<file path="config.mk">
export PLATFORM = sky130hd
export DESIGN_NAME = lsr_back
export DESIGN_NICKNAME = d
export VERILOG_FILES = /design/src/design/lsr_pkg.sv /design/src/design/lsr_back.sv
export SDC_FILE = /design/constraint.sdc
export NUM_CORES = 1
export LEC_CHECK = 0
export BUFFER_PORTS_ARGS = -buffer_cell sky130_fd_sc_hd__buf_4
export CORE_ASPECT_RATIO = 1.4
export CORE_UTILIZATION = 35
export DETAILED_ROUTE_END_ITERATION = 6
export GPL_TIMING_DRIVEN = 0
export PLACE_DENSITY = 0.57
export SLEW_MARGIN = 15
export SYNTH_ARGS = -nofsm -noshare
export SYNTH_HDL_FRONTEND = slang
export SYNTH_SLANG_ARGS = --single-unit
export TNS_END_PERCENT = 50
</file>
<file path="constraint.sdc">
create_clock -name clk -period 21.6 [get_ports clk]
set_clock_uncertainty 0.15 [all_clocks]
set_input_delay 5.4 -clock clk [delete_from_list [all_inputs] [get_ports clk]]
set_output_delay 5.4 -clock clk [all_outputs]
set_load 0.01 [all_outputs]
</file>
<file path="src/design/lsr_pkg.sv">
// Shared types, constants and register codes of the Laplacian sharpen block.
package lsr_pkg;

	localparam int MAX_WIDTH_DEF = 4096;
	localparam int Q_DEPTH       = 4;
	localparam int QCW           = $clog2(Q_DEPTH + 1);

	localparam int WIDTH_W  = 13;
	localparam int HEIGHT_W = 16;
	localparam int AMOUNT_W = 12;

	localparam logic [WIDTH_W-1:0]  WIDTH_RST  = 13'd640;
	localparam logic [HEIGHT_W-1:0] HEIGHT_RST = 16'd480;
	localparam logic [AMOUNT_W-1:0] AMOUNT_RST = 12'd256;

	localparam int ADDR_W = 4;

	typedef enum logic [1:0] {
		REG_WIDTH  = 2'd0,
		REG_HEIGHT = 2'd1,
		REG_AMOUNT = 2'd2
	} reg_idx_t;

	localparam logic OP_PIXEL = 1'b0;
	localparam logic OP_DRAIN = 1'b1;

	typedef struct packed {
		logic [WIDTH_W-1:0]         width;
		logic [HEIGHT_W-1:0]        height;
		logic signed [AMOUNT_W-1:0] amount;
	} cfg_t;

	// one output pixel's cross of taps plus its markers
	typedef struct packed {
		logic [31:0] centre;
		logic [31:0] left;
		logic [31:0] right;
		logic [31:0] up;
		logic [31:0] down;
		logic        row_end;
		logic        frame_end;
	} win_t;

endpackage

</file>
<file path="src/design/lsr_back.sv">
// Back end: Laplacian arithmetic, rounding, clamping and the output register.
module lsr_back (
	input  logic                    clk,
	input  logic                    arst_n,
	input  logic signed [lsr_pkg::AMOUNT_W-1:0] amount,
	input  lsr_pkg::win_t           q_data,
	input  logic [lsr_pkg::QCW-1:0] q_count,
	output logic                    q_pop,
	output logic                    empty,
	input  logic                    pop,
	output logic [7:0]              red_out,
	output logic [7:0]              green_out,
	output logic [7:0]              blue_out,
	output logic [7:0]              alpha_out,
	output logic                    row_end,
	output logic                    frame_end
);

	logic b1_v_s1, ob_v_q, ob_ready, b1_ready;
	logic signed [23:0] v_s1 [3];
	logic [31:0] centre_s1;
	logic rend_s1, fend_s1;
	logic signed [23:0] v_next [3];
	logic [7:0] ch_res [3];

	assign ob_ready = !ob_v_q || pop;
	assign b1_ready = !b1_v_s1 || ob_ready;
	assign q_pop    = (q_count != '0) && b1_ready;
	assign empty    = !ob_v_q;

	// V = 256*C + k*(4*C - (L+R+U+D))
	always_comb begin
		logic [9:0] c4, nsum;
		logic signed [10:0] diff;
		logic signed [22:0] prod;
		for (int i = 0; i < 3; i++) begin
			c4   = {q_data.centre[8*i +: 8], 2'b00};
			nsum = 10'(q_data.left[8*i +: 8]) + 10'(q_data.right[8*i +: 8])
				+ 10'(q_data.up[8*i +: 8]) + 10'(q_data.down[8*i +: 8]);
			diff = $signed({1'b0, c4}) - $signed({1'b0, nsum});
			prod = 23'(amount * diff);
			v_next[i] = $signed({8'b0, q_data.centre[8*i +: 8], 8'b0}) + 24'(prod);
		end
	end

	always_ff @(posedge clk or negedge arst_n) begin
		if (!arst_n)
			b1_v_s1 <= 1'b0;
		else if (b1_ready)
			b1_v_s1 <= q_pop;
	end

	always_ff @(posedge clk) begin
		if (q_pop) begin
			for (int i = 0; i < 3; i++)
				v_s1[i] <= v_next[i];
			centre_s1 <= q_data.centre;
			rend_s1   <= q_data.row_end;
			fend_s1   <= q_data.frame_end;
		end
	end

	// round half to even, clamp to 0..255; zero alpha passes the source colour
	always_comb begin
		logic [14:0] q;
		logic [7:0]  rem;
		logic        inc;
		logic [15:0] qi;
		for (int i = 0; i < 3; i++) begin
			q   = v_s1[i][22:8];
			rem = v_s1[i][7:0];
			inc = (rem > 8'd128) || ((rem == 8'd128) && q[0]);
			qi  = 16'(q) + 16'(inc);
			if (centre_s1[31:24] == 8'd0)
				ch_res[i] = centre_s1[8*i +: 8];
			else if (v_s1[i][23])
				ch_res[i] = 8'd0;
			else if (qi > 16'd255)
				ch_res[i] = 8'd255;
			else
				ch_res[i] = qi[7:0];
		end
	end

	always_ff @(posedge clk or negedge arst_n) begin
		if (!arst_n)
			ob_v_q <= 1'b0;
		else if (ob_ready)
			ob_v_q <= b1_v_s1;
	end

	always_ff @(posedge clk) begin
		if (b1_v_s1 && ob_ready) begin
			red_out   <= ch_res[0];
			green_out <= ch_res[1];
			blue_out  <= ch_res[2];
			alpha_out <= centre_s1[31:24];
			row_end   <= rend_s1;
			frame_end <= fend_s1;
		end
	end

	a_b1_holds: assert property (@(posedge clk) disable iff (!arst_n)
		(b1_v_s1 && ob_v_q && !pop) |=> b1_v_s1)
		else $error("math stage dropped an item under stall");

endmodule
</file>
==> run metrics <==
CTS Hold Bufs=0; Mapped Area=~0.026 mm²; WL/cell=17.34 µm; vias per inst=4.697; total gr overflow=0; Critical Path Fanout Max=10; total of max-cap violations=0; Sink Count=142; synthesized flop and latch total=142; initial DRC count=825; Worst-Margin Slew=approximately 1.0 ns; Synth area leaders=fa_1 (38%), edfxtp_1 (16%), ha_1 (11%); most numerous cell in the Yosys netlist=inv_1; Critical Path Most Common Cell=fa_1; Data arrival, critical path=13.98 ns; Syn Nets=between 3k and 4k; Mapped Cells=2,667; Die X=231.1 µm; first-pass GRT wire length=106,200 µm; FF-to-FF Start=centre_s1[25]$_DFFE_PP_; DRC viols=0; Synth Warn #=0; Final Net Count=3,768; Fin. Hold Viols=0; CTS H-tree lvls=4; DIE AREA=about 0.075 mm²; share of cells above drive strength 1=0.08556; die height=~320 µm; IO buf count=182; Core Area=around 0.073 mm²; Post-CTS Setup Inserts=0; vias=18.04k; relative slew slack=0.3208; number of global-route vias before repair=19.54k; antenna violations before repair=3; leading area contributor after synthesis=fa_1; synth cell count leaders=inv_1 (750), fa_1 (485), nand2_1 (231); GR Util All Layers=0.1910; CP Launch Point=q_data[3]; WL final=roughly 67,000 µm; Yosys top cell area share=0.3775; crit path kind=in2reg; IO Pins=216; ANT nets after route=0; CTS max path bufs=2; number of synthesized flops with an enable pin=140; CTS resizes=0; R2R cell count=5; hold_sp=rend_s1$_DFFE_PP_; most common flop cell mapped by yosys=edfxtp_1; slowest CP cell=fa_1; crit path time final=13.90 ns; largest stage delay on the critical path=0.53 ns; post-synth cell types=66; GPL Wtd Cong=0.8678; Layout area overhead=13.00%; Critical Path Sink Type=flop; Hold Crit Depth=0; HP Class=reg2reg; sequential-to-total area share from yosys stat=0.1654; Synth async-reset ratio=0.01408; Final period util=0.6436; drt pass-1 iters=5; clock slew at reported path FFs=around 0.06 ns; required time of the critical path=21.67 ns; Startpoint Class=input port; Clock Tree Root=clkbuf_16; run status=finished, final reports clean; unrepaired setup endpoints after global routing=no; Max Freq=about 70 MHz; DP HPWL=56,840 µm; CTS tree=done; Syn Area/Cell=9.643 µm²; initial core utilization=0.3535; clock latency on the worst-skew pair=0.51 ns; Final setup viols=0; largest net degree at the start of global routing=25; number of CTS-inserted buffers=17; Setup TNS Final=0 ns; num rows=117; Max Slew Vio Count=0
cell families (layout without fill, tap and decap cells):
family	after synthesis	after routing	share of synthesized area
fa+ha+maj	714	714	0.4889
xor+xnor	105	105	0.03576
other cells	0	1	0
flops	142	142	0.1654
simple gates	620	620	0.1227
buf+inv	834	1054	0.1225
compound gates	251	251	0.06432
mux	1	1	0.0003892
per-layer routing:
layer | wire length (µm) | GRT usage | vias to the layer above
met5 | 9 | 0 | -
met4 | 3137 | 0.09478 | 2
met3 | 2811 | 0.02396 | 101
met2 | 35820 | 0.3555 | 372
met1 | 24820 | 0.2121 | 9081
li1 | - | - | 8481
cell usage in the layout (no fill, tap or decap), types with 5 or more instances in the layout:
master | Yosys | routed
nor2b_1 | 18 | 18
or2_2 | 5 | 5
nand4_1 | 9 | 9
or3_1 | 6 | 6
xnor2_1 | 74 | 74
or4_1 | 5 | 5
a21boi_0 | 7 | 7
a21o_1 | 34 | 34
edfxtp_1 | 140 | 140
o21ai_0 | 32 | 32
buf_4 | 0 | 182
buf_16 | 0 | 5
clkbuf_16 | 0 | 17
clkbuf_1 | 74 | 73
fa_1 | 485 | 485
ha_1 | 229 | 229
a211oi_1 | 20 | 20
inv_1 | 750 | 750
o31ai_1 | 5 | 5
nor4_1 | 6 | 6
nor3_1 | 32 | 32
a31oi_1 | 9 | 9
xor2_1 | 31 | 31
o21a_1 | 17 | 17
a21oi_1 | 82 | 81
o21bai_1 | 8 | 8
and3_1 | 11 | 11
and2_1 | 157 | 156
and3b_1 | 11 | 11
nand3_1 | 21 | 21
nor2_1 | 76 | 76
nand3b_1 | 5 | 5
nand2_1 | 231 | 231
nand2b_1 | 12 | 12
through the flow:
stage	hold WS, ns	setup WS (ns)	cells	area [µm²]	utilization
2_1_floorplan	0.2503	5.324	2667	25720	-
3_3_place_gp	0.2546	1.264	3801	28280	0.3886
3_5_place_dp	0.2579	7.269	3807	28450	0.3910
4_1_cts	0.2734	7.777	3839	29060	0.3994
5_1_grt	0.2873	7.179	3840	29060	0.3995
6_report	0.2710	7.698	3840	29060	0.3995
state kept, by name, summed over array words and instances (netlist names):
register / cells
v_s1: 72
centre_s1: 32
alpha_out: 8
blue_out: 8
green_out: 8
red_out: 8
b1_v_s1: 1
fend_s1: 1
frame_end: 1
ob_v_q: 1
rend_s1: 1
row_end: 1
critical path: cells and delay by family:
family	cells	cell delay [ns]
buffers and inverters	9	0.88
XOR/XNOR	1	0.13
adder cells (fa/ha/maj)	10	4.43
AO/OA/AOI/OAI	10	2.56
AND/OR/NAND/NOR	3	0.56
worst paths after layout:
check	to	slack, ns
worst max-delay path	v_s1[0][23]$_DFFE_PP_	7.70
min in group asynchronous	ob_v_q$_DFFE_PN0N_	4.52
worst min-delay path	row_end$_DFFE_PP_	0.27
max in group asynchronous	b1_v_s1$_DFFE_PN0P_	16.69
worst max register to register	blue_out[6]$_DFFE_PP_	18.23
worst min register to register	row_end$_DFFE_PP_	0.27
layout make-up:
class                      instances  area [µm²]
antenna                            1       2.502
clock inverter                    14       182.7
buffer                            83       334.1
multi-input combinational       1691       18330
timing repair buffer             188        1524
clock buffer                      18       429.2
sequential                       142        4254
inverter                         751        2819
fill                            7291       43690
tap                              952        1191
Power is left out: the tool's default activity adds up to more than one toggle a clock period on the data nets, which glitch-free logic cannot reach.
