<file path="config.mk">
export PLATFORM = sky130hd
export DESIGN_NAME = lsr_queue
export DESIGN_NICKNAME = d
export VERILOG_FILES = /design/src/design/lsr_pkg.sv /design/src/design/lsr_queue.sv
export SDC_FILE = /design/constraint.sdc
export NUM_CORES = 1
export LEC_CHECK = 0
export ABC_AREA = 1
export BUFFER_PORTS_ARGS = -buffer_cell sky130_fd_sc_hd__buf_2
export CORE_MARGIN = 4
export CORE_UTILIZATION = 25
export DETAILED_ROUTE_END_ITERATION = 10
export GPL_TIMING_DRIVEN = 0
export SETUP_SLACK_MARGIN = 0.1
export SYNTH_ARGS = -nofsm -noshare
export SYNTH_HDL_FRONTEND = slang
export SYNTH_SLANG_ARGS = --single-unit
</file>
<file path="constraint.sdc">
create_clock -name clk -period 4.5 [get_ports clk]
set_clock_uncertainty 0.2 [all_clocks]
set_input_delay 0.9 -clock clk [delete_from_list [all_inputs] [get_ports clk]]
set_output_delay 0.9 -clock clk [all_outputs]
set_load 0.02 [all_outputs]
</file>
<file path="src/design/lsr_pkg.sv">
// Shared types, constants and register codes of the Laplacian sharpen block.
package lsr_pkg;

	localparam int MAX_WIDTH_DEF = 4096;
	localparam int Q_DEPTH       = 4;
	localparam int QCW           = $clog2(Q_DEPTH + 1);

	localparam int WIDTH_W  = 13;
	localparam int HEIGHT_W = 16;
	localparam int AMOUNT_W = 12;

	localparam logic [WIDTH_W-1:0]  WIDTH_RST  = 13'd640;
	localparam logic [HEIGHT_W-1:0] HEIGHT_RST = 16'd480;
	localparam logic [AMOUNT_W-1:0] AMOUNT_RST = 12'd256;

	localparam int ADDR_W = 4;

	typedef enum logic [1:0] {
		REG_WIDTH  = 2'd0,
		REG_HEIGHT = 2'd1,
		REG_AMOUNT = 2'd2
	} reg_idx_t;

	localparam logic OP_PIXEL = 1'b0;
	localparam logic OP_DRAIN = 1'b1;

	typedef struct packed {
		logic [WIDTH_W-1:0]         width;
		logic [HEIGHT_W-1:0]        height;
		logic signed [AMOUNT_W-1:0] amount;
	} cfg_t;

	// one output pixel's cross of taps plus its markers
	typedef struct packed {
		logic [31:0] centre;
		logic [31:0] left;
		logic [31:0] right;
		logic [31:0] up;
		logic [31:0] down;
		logic        row_end;
		logic        frame_end;
	} win_t;

endpackage

</file>
<file path="src/design/lsr_queue.sv">
// Short window queue between the front and the back end.
module lsr_queue (
	input  logic                    clk,
	input  logic                    arst_n,
	input  logic                    push,
	input  lsr_pkg::win_t           data_in,
	input  logic                    pop,
	output lsr_pkg::win_t           data_out,
	output logic [lsr_pkg::QCW-1:0] count
);

	localparam int PW = $clog2(lsr_pkg::Q_DEPTH);

	lsr_pkg::win_t mem_q [lsr_pkg::Q_DEPTH];
	logic [PW-1:0] wr_q, rd_q;
	logic [lsr_pkg::QCW-1:0] cnt_q;

	always_ff @(posedge clk or negedge arst_n) begin
		if (!arst_n) begin
			wr_q  <= '0;
			rd_q  <= '0;
			cnt_q <= '0;
		end else begin
			if (push)
				wr_q <= wr_q + PW'(1);
			if (pop)
				rd_q <= rd_q + PW'(1);
			if (push && !pop)
				cnt_q <= cnt_q + lsr_pkg::QCW'(1);
			else if (pop && !push)
				cnt_q <= cnt_q - lsr_pkg::QCW'(1);
		end
	end

	always_ff @(posedge clk) begin
		if (push)
			mem_q[wr_q] <= data_in;
	end

	assign data_out = mem_q[rd_q];
	assign count    = cnt_q;

	a_no_overflow: assert property (@(posedge clk) disable iff (!arst_n)
		push |-> (cnt_q < lsr_pkg::QCW'(lsr_pkg::Q_DEPTH)) || pop)
		else $error("window queue overflow");

	a_no_underflow: assert property (@(posedge clk) disable iff (!arst_n)
		pop |-> (cnt_q != '0))
		else $error("window queue underflow");

endmodule

</file>
==> metrics.txt <==
# TYPE chip_impl_metric gauge
chip_impl_metric{name="drtIter0Drc",unit=""} 1032
chip_impl_metric{name="first_pass_iters",unit=""} 5
chip_impl_metric{name="ys_seq_elements",unit=""} 655
chip_impl_metric{name="synth_simple_gate_area_share",unit="%"} 7.27
chip_impl_metric{name="floorplan.die.height",unit="um"} 330
chip_impl_metric{name="final_instance_count_excl_fillers",unit=""} 3800
chip_impl_metric{name="synth_nets",unit=""} 2107
chip_impl_metric{name="timing.max_slew.rel_slack",unit="%"} 50.4
chip_impl_metric{name="final.setup.tns",unit="ns"} 0
chip_impl_info{name="min-delay-start",value="data_in[3]"} 1
chip_impl_metric{name="period_share",unit="%"} 82.4
chip_impl_metric{name="route.detailed.drc",unit=""} 0
chip_impl_metric{name="worstSkewPairLatency",unit="ns"} 0.63
chip_impl_metric{name="clockBufferDepth",unit=""} 3
chip_impl_metric{name="detail_route.wl_per_cell",unit="um"} 19.0
chip_impl_metric{name="flow.area_growth_from_synthesis",unit="%"} 24.6
chip_impl_metric{name="routed_wirelength",unit="um"} 72200
chip_impl_metric{name="global_route_wire_length_before_repair",unit="um"} 104000
chip_impl_metric{name="timing.critical_path.required",unit="ns"} 3.40
chip_impl_metric{name="synth_area_per_cell",unit="sq um"} 13.4
chip_impl_metric{name="leakage_power_summed_over_all_cells",unit="nW"} 12.7
chip_impl_metric{name="dpl.cell_count",unit=""} 3654
chip_impl_info{name="synth.most_common_cell",value="sky130_fd_sc_hd__edfxtp_1"} 1
chip_impl_metric{name="num_io_pins",unit=""} 331
chip_impl_metric{name="core",unit="sq um"} 102000
chip_impl_metric{name="gr-usage-all-layers",unit="%"} 13.0
chip_impl_info{name="synth_commonest_cells",value="sky130_fd_sc_hd__edfxtp_1 (648), sky130_fd_sc_hd__nand2_1 (499), sky130_fd_sc_hd__inv_1 (335), sky130_fd_sc_hd__o211ai_1 (324), sky130_fd_sc_hd__buf_2 (70)"} 1
chip_impl_metric{name="proportion_of_synthesized_chip_area_in_sequential_cells",unit="%"} 75.8
chip_impl_info{name="synth_top_family_by_area",value="compound AO/OA/AOI/OAI gates"} 1
chip_impl_info{name="worstHoldPathType",value="in2reg"} 1
chip_impl_metric{name="timing.final.hold_violations",unit=""} 0
chip_impl_metric{name="port-buffer-count",unit=""} 330
chip_impl_metric{name="clock.fmax",unit="GHz"} 0.270
chip_impl_info{name="holdPathEnd",value="mem_q[2][3]"} 1
chip_impl_info{name="critical_path.reg2reg.endpoint",value="mem_q[3][65]"} 1
chip_impl_metric{name="clk_transition_reported_paths",unit="ns"} 0.06
chip_impl_metric{name="synthXorXnorAreaFrac",unit="%"} 0.135
chip_impl_metric{name="muxShareOfSynthArea",unit="%"} 0
chip_impl_metric{name="synth.top_cell.area_share",unit="%"} 75.1
chip_impl_info{name="synth.top_cells.by_area",value="sky130_fd_sc_hd__edfxtp_1 (75%), sky130_fd_sc_hd__o211ai_1 (9.4%), sky130_fd_sc_hd__nand2_1 (7.2%)"} 1
chip_impl_info{name="outcome",value="completed"} 1
chip_impl_metric{name="timing.reg2reg.setup_slack",unit="ns"} 1.77
chip_impl_metric{name="critical_path_arrival",unit="ns"} 2.61
chip_impl_metric{name="initial_cell_density_of_the_core",unit="%"} 25.3
chip_impl_metric{name="tritoncts_num_sinks",unit=""} 655
chip_impl_metric{name="fp.dieArea",unit="sq um"} 109000
chip_impl_metric{name="die_x",unit="um"} 330
chip_impl_metric{name="timing.critical_path.fanout_max",unit=""} 10
chip_impl_metric{name="route.antenna.remaining_nets",unit=""} 0
chip_impl_metric{name="filler_cell_count",unit=""} 10161
chip_impl_metric{name="synth_edf_count",unit=""} 648
chip_impl_metric{name="timing_max_transition_violations_final",unit=""} 0
chip_impl_info{name="cts_tree",value="yes"} 1
chip_impl_metric{name="total_of_warnings_raised_by_yosys",unit=""} 0
chip_impl_info{name="cts.root.buffer_cell",value="sky130_fd_sc_hd__clkbuf_16"} 1
chip_impl_metric{name="grt_pass1_vias",unit=""} 15915
chip_impl_metric{name="hpwlAfterDp",unit="um"} 48600
chip_impl_info{name="startpoint_kind_of_the_worst_setup_timing_path",value="flop"} 1
chip_impl_info{name="synth_largest_area_cell",value="sky130_fd_sc_hd__edfxtp_1"} 1
chip_impl_metric{name="hold_depth",unit=""} 1
chip_impl_metric{name="yosys.cell_types.count",unit=""} 18
chip_impl_info{name="yosys_most_used_dff",value="sky130_fd_sc_hd__edfxtp_1"} 1
chip_impl_info{name="worst_setup_path_end_kind",value="output pin"} 1
chip_impl_metric{name="grt_max_degree",unit=""} 36
chip_impl_metric{name="report.final.setup_viol",unit=""} 0
chip_impl_metric{name="period_minus_slack",unit="ns"} 3.71
chip_impl_metric{name="vdd_drop_max",unit="mV"} 0.421
chip_impl_metric{name="h-tree-depth",unit=""} 3
chip_impl_metric{name="row_count",unit=""} 117
chip_impl_metric{name="route.detailed.vias_per_inst",unit=""} 4.20
chip_impl_metric{name="finish.net_count",unit=""} 2535
chip_impl_metric{name="synthArstFlopShare",unit="%"} 1.07
chip_impl_info{name="setup_repair_after_global_routing_missed_its_margin",value="no"} 1
chip_impl_metric{name="drive_above_1_share",unit="%"} 22.4
chip_impl_metric{name="cap_viol_max_count",unit=""} 0
chip_impl_metric{name="power_density_relative_to_cell_area",unit="nW/um^2"} 723
chip_impl_metric{name="synth-adder-area-share",unit="%"} 0.319
chip_impl_metric{name="overflow",unit=""} 0
chip_impl_info{name="r2r-start",value="wr_q[0]"} 1
chip_impl_metric{name="finalWeightedCongestion",unit=""} 0.732
chip_impl_metric{name="antenna_violations_before_repair",unit=""} 20
chip_impl_metric{name="cts_resized",unit=""} 0
chip_impl_metric{name="synth.cell_area",unit="sq um"} 25900
chip_impl_info{name="timing_worst_setup_path_type",value="reg2out"} 1
chip_impl_metric{name="worst_pin_slew",unit="ns"} 0.744
chip_impl_metric{name="synth_compound_gate_area_share",unit="%"} 9.41
chip_impl_metric{name="cts_inserted_buffers",unit=""} 74
chip_impl_metric{name="via_count",unit=""} 15954
chip_impl_metric{name="r2r.worst_path.cells",unit=""} 7
chip_impl_metric{name="synthCells",unit=""} 1935
sequential cells by signal, indices dropped and copies added, names as in the netlist:
signal,cells
rd_q,2
mem_q,648
wr_q,2
count,3
metrics by stage:
stage	cell area (sq um)	total power [mW]	utilization (%)	worst slack, ns	hold slack, ns
6_report	32300	23.3	31.5	0.791	0.276
5_1_grt	32200	24.7	31.5	0.530	0.232
4_1_cts	32200	23.8	31.5	0.588	0.204
3_5_place_dp	29700	17.5	29.0	1.05	0.325
3_3_place_gp	29300	17.5	28.6	-2.25	0.275
2_1_floorplan	25900	13.6	-	0.341	0.291
cells by family (layout without fill, tap and decap cells):
logic type | count (synthesis) | count (layout)
XOR/XNOR | 4 | 4
other | 0 | 13
AO/OA/AOI/OAI | 325 | 325
flip-flops | 655 | 655
AND/OR/NAND/NOR | 501 | 501
buffers and inverters | 444 | 928
adder cells (fa/ha/maj) | 6 | 6
power breakdown:
part           switching (mW)  total, mW  internal (mW)
combinational            6.44       8.95           2.51
sequential              0.226       8.18           7.96
clock                    2.40       6.20           3.80
layout by cell type (no fill, tap or decap), types with 2 or more instances in the layout:
cell	Yosys	layout
sky130_fd_sc_hd__o211ai_1	324	324
sky130_fd_sc_hd__buf_4	8	8
sky130_fd_sc_hd__inv_1	335	331
sky130_fd_sc_hd__clkinv_2	0	4
sky130_fd_sc_hd__clkinvlp_4	0	5
sky130_fd_sc_hd__clkbuf_16	0	76
sky130_fd_sc_hd__buf_6	6	6
sky130_fd_sc_hd__buf_12	0	20
sky130_fd_sc_hd__nand2_1	499	499
sky130_fd_sc_hd__buf_2	70	400
sky130_fd_sc_hd__buf_1	5	5
sky130_fd_sc_hd__clkinv_8	0	2
sky130_fd_sc_hd__diode_2	0	13
sky130_fd_sc_hd__dfrtp_1	7	7
sky130_fd_sc_hd__edfxtp_1	648	648
sky130_fd_sc_hd__bufinv_16	0	12
sky130_fd_sc_hd__ha_1	5	5
sky130_fd_sc_hd__inv_6	0	2
sky130_fd_sc_hd__clkinv_4	0	3
sky130_fd_sc_hd__clkinv_1	0	13
sky130_fd_sc_hd__xor2_1	3	3
sky130_fd_sc_hd__clkbuf_1	19	37
what timing repair did:
| action | CTS | global route |
|---|---|---|
| setup buffers | 0 | 0 |
| hold buffers | 1 | 0 |
| hold endpoints to repair | 7 | 0 |
layer usage:
layer	track usage (%)	part of all wire, %	vias to the layer above	wire length [um]
li1	-	-	7644	-
met1	16.0	42	7789	30100
met3	4.18	7.5	100	5420
met5	0	0.13	-	92
met2	21.9	49	407	35200
met4	3.97	2.0	14	1440
layout make-up:
cell class                 count  area (sq um)  share of cell area (%)
antenna                       13          32.5                   0.101
buffer                       108           568                    1.76
clock buffer                  94          1970                    6.10
clock inverter                38           543                    1.68
inverter                     336          1280                    3.96
multi-input combinational    836          4440                    13.8
sequential                   655         19600                    60.8
tap                         1368          1710                    5.30
timing repair buffer         352          2090                    6.48
how the worst max path moves through the flow:
| stage | startpoint | end | slack [ns] | depth (start not counted) |
|---|---|---|---|---|
| after floorplan | push | mem_q[1][0] | 0.34 | 3 |
| after global placement | push | mem_q[3][64] | -2.25 | 4 |
| after detailed placement | push | mem_q[3][65] | 1.05 | 8 |
| after CTS | rd_q[1] | data_out[73] | 0.59 | 6 |
| after global routing | rd_q[1] | data_out[73] | 0.53 | 6 |
| final | rd_q[1] | data_out[79] | 0.79 | 6 |
critical path: stages (launching register included):
cell and delay (ns):
sky130_fd_sc_hd__dfrtp_1 0.36, sky130_fd_sc_hd__buf_4 0.24, sky130_fd_sc_hd__inv_4 0.26, sky130_fd_sc_hd__clkbuf_1 0.59
sky130_fd_sc_hd__o211ai_1 0.18, sky130_fd_sc_hd__nand2_1 0.15, sky130_fd_sc_hd__buf_2 0.18
Power figures use the tool's default switching activity.
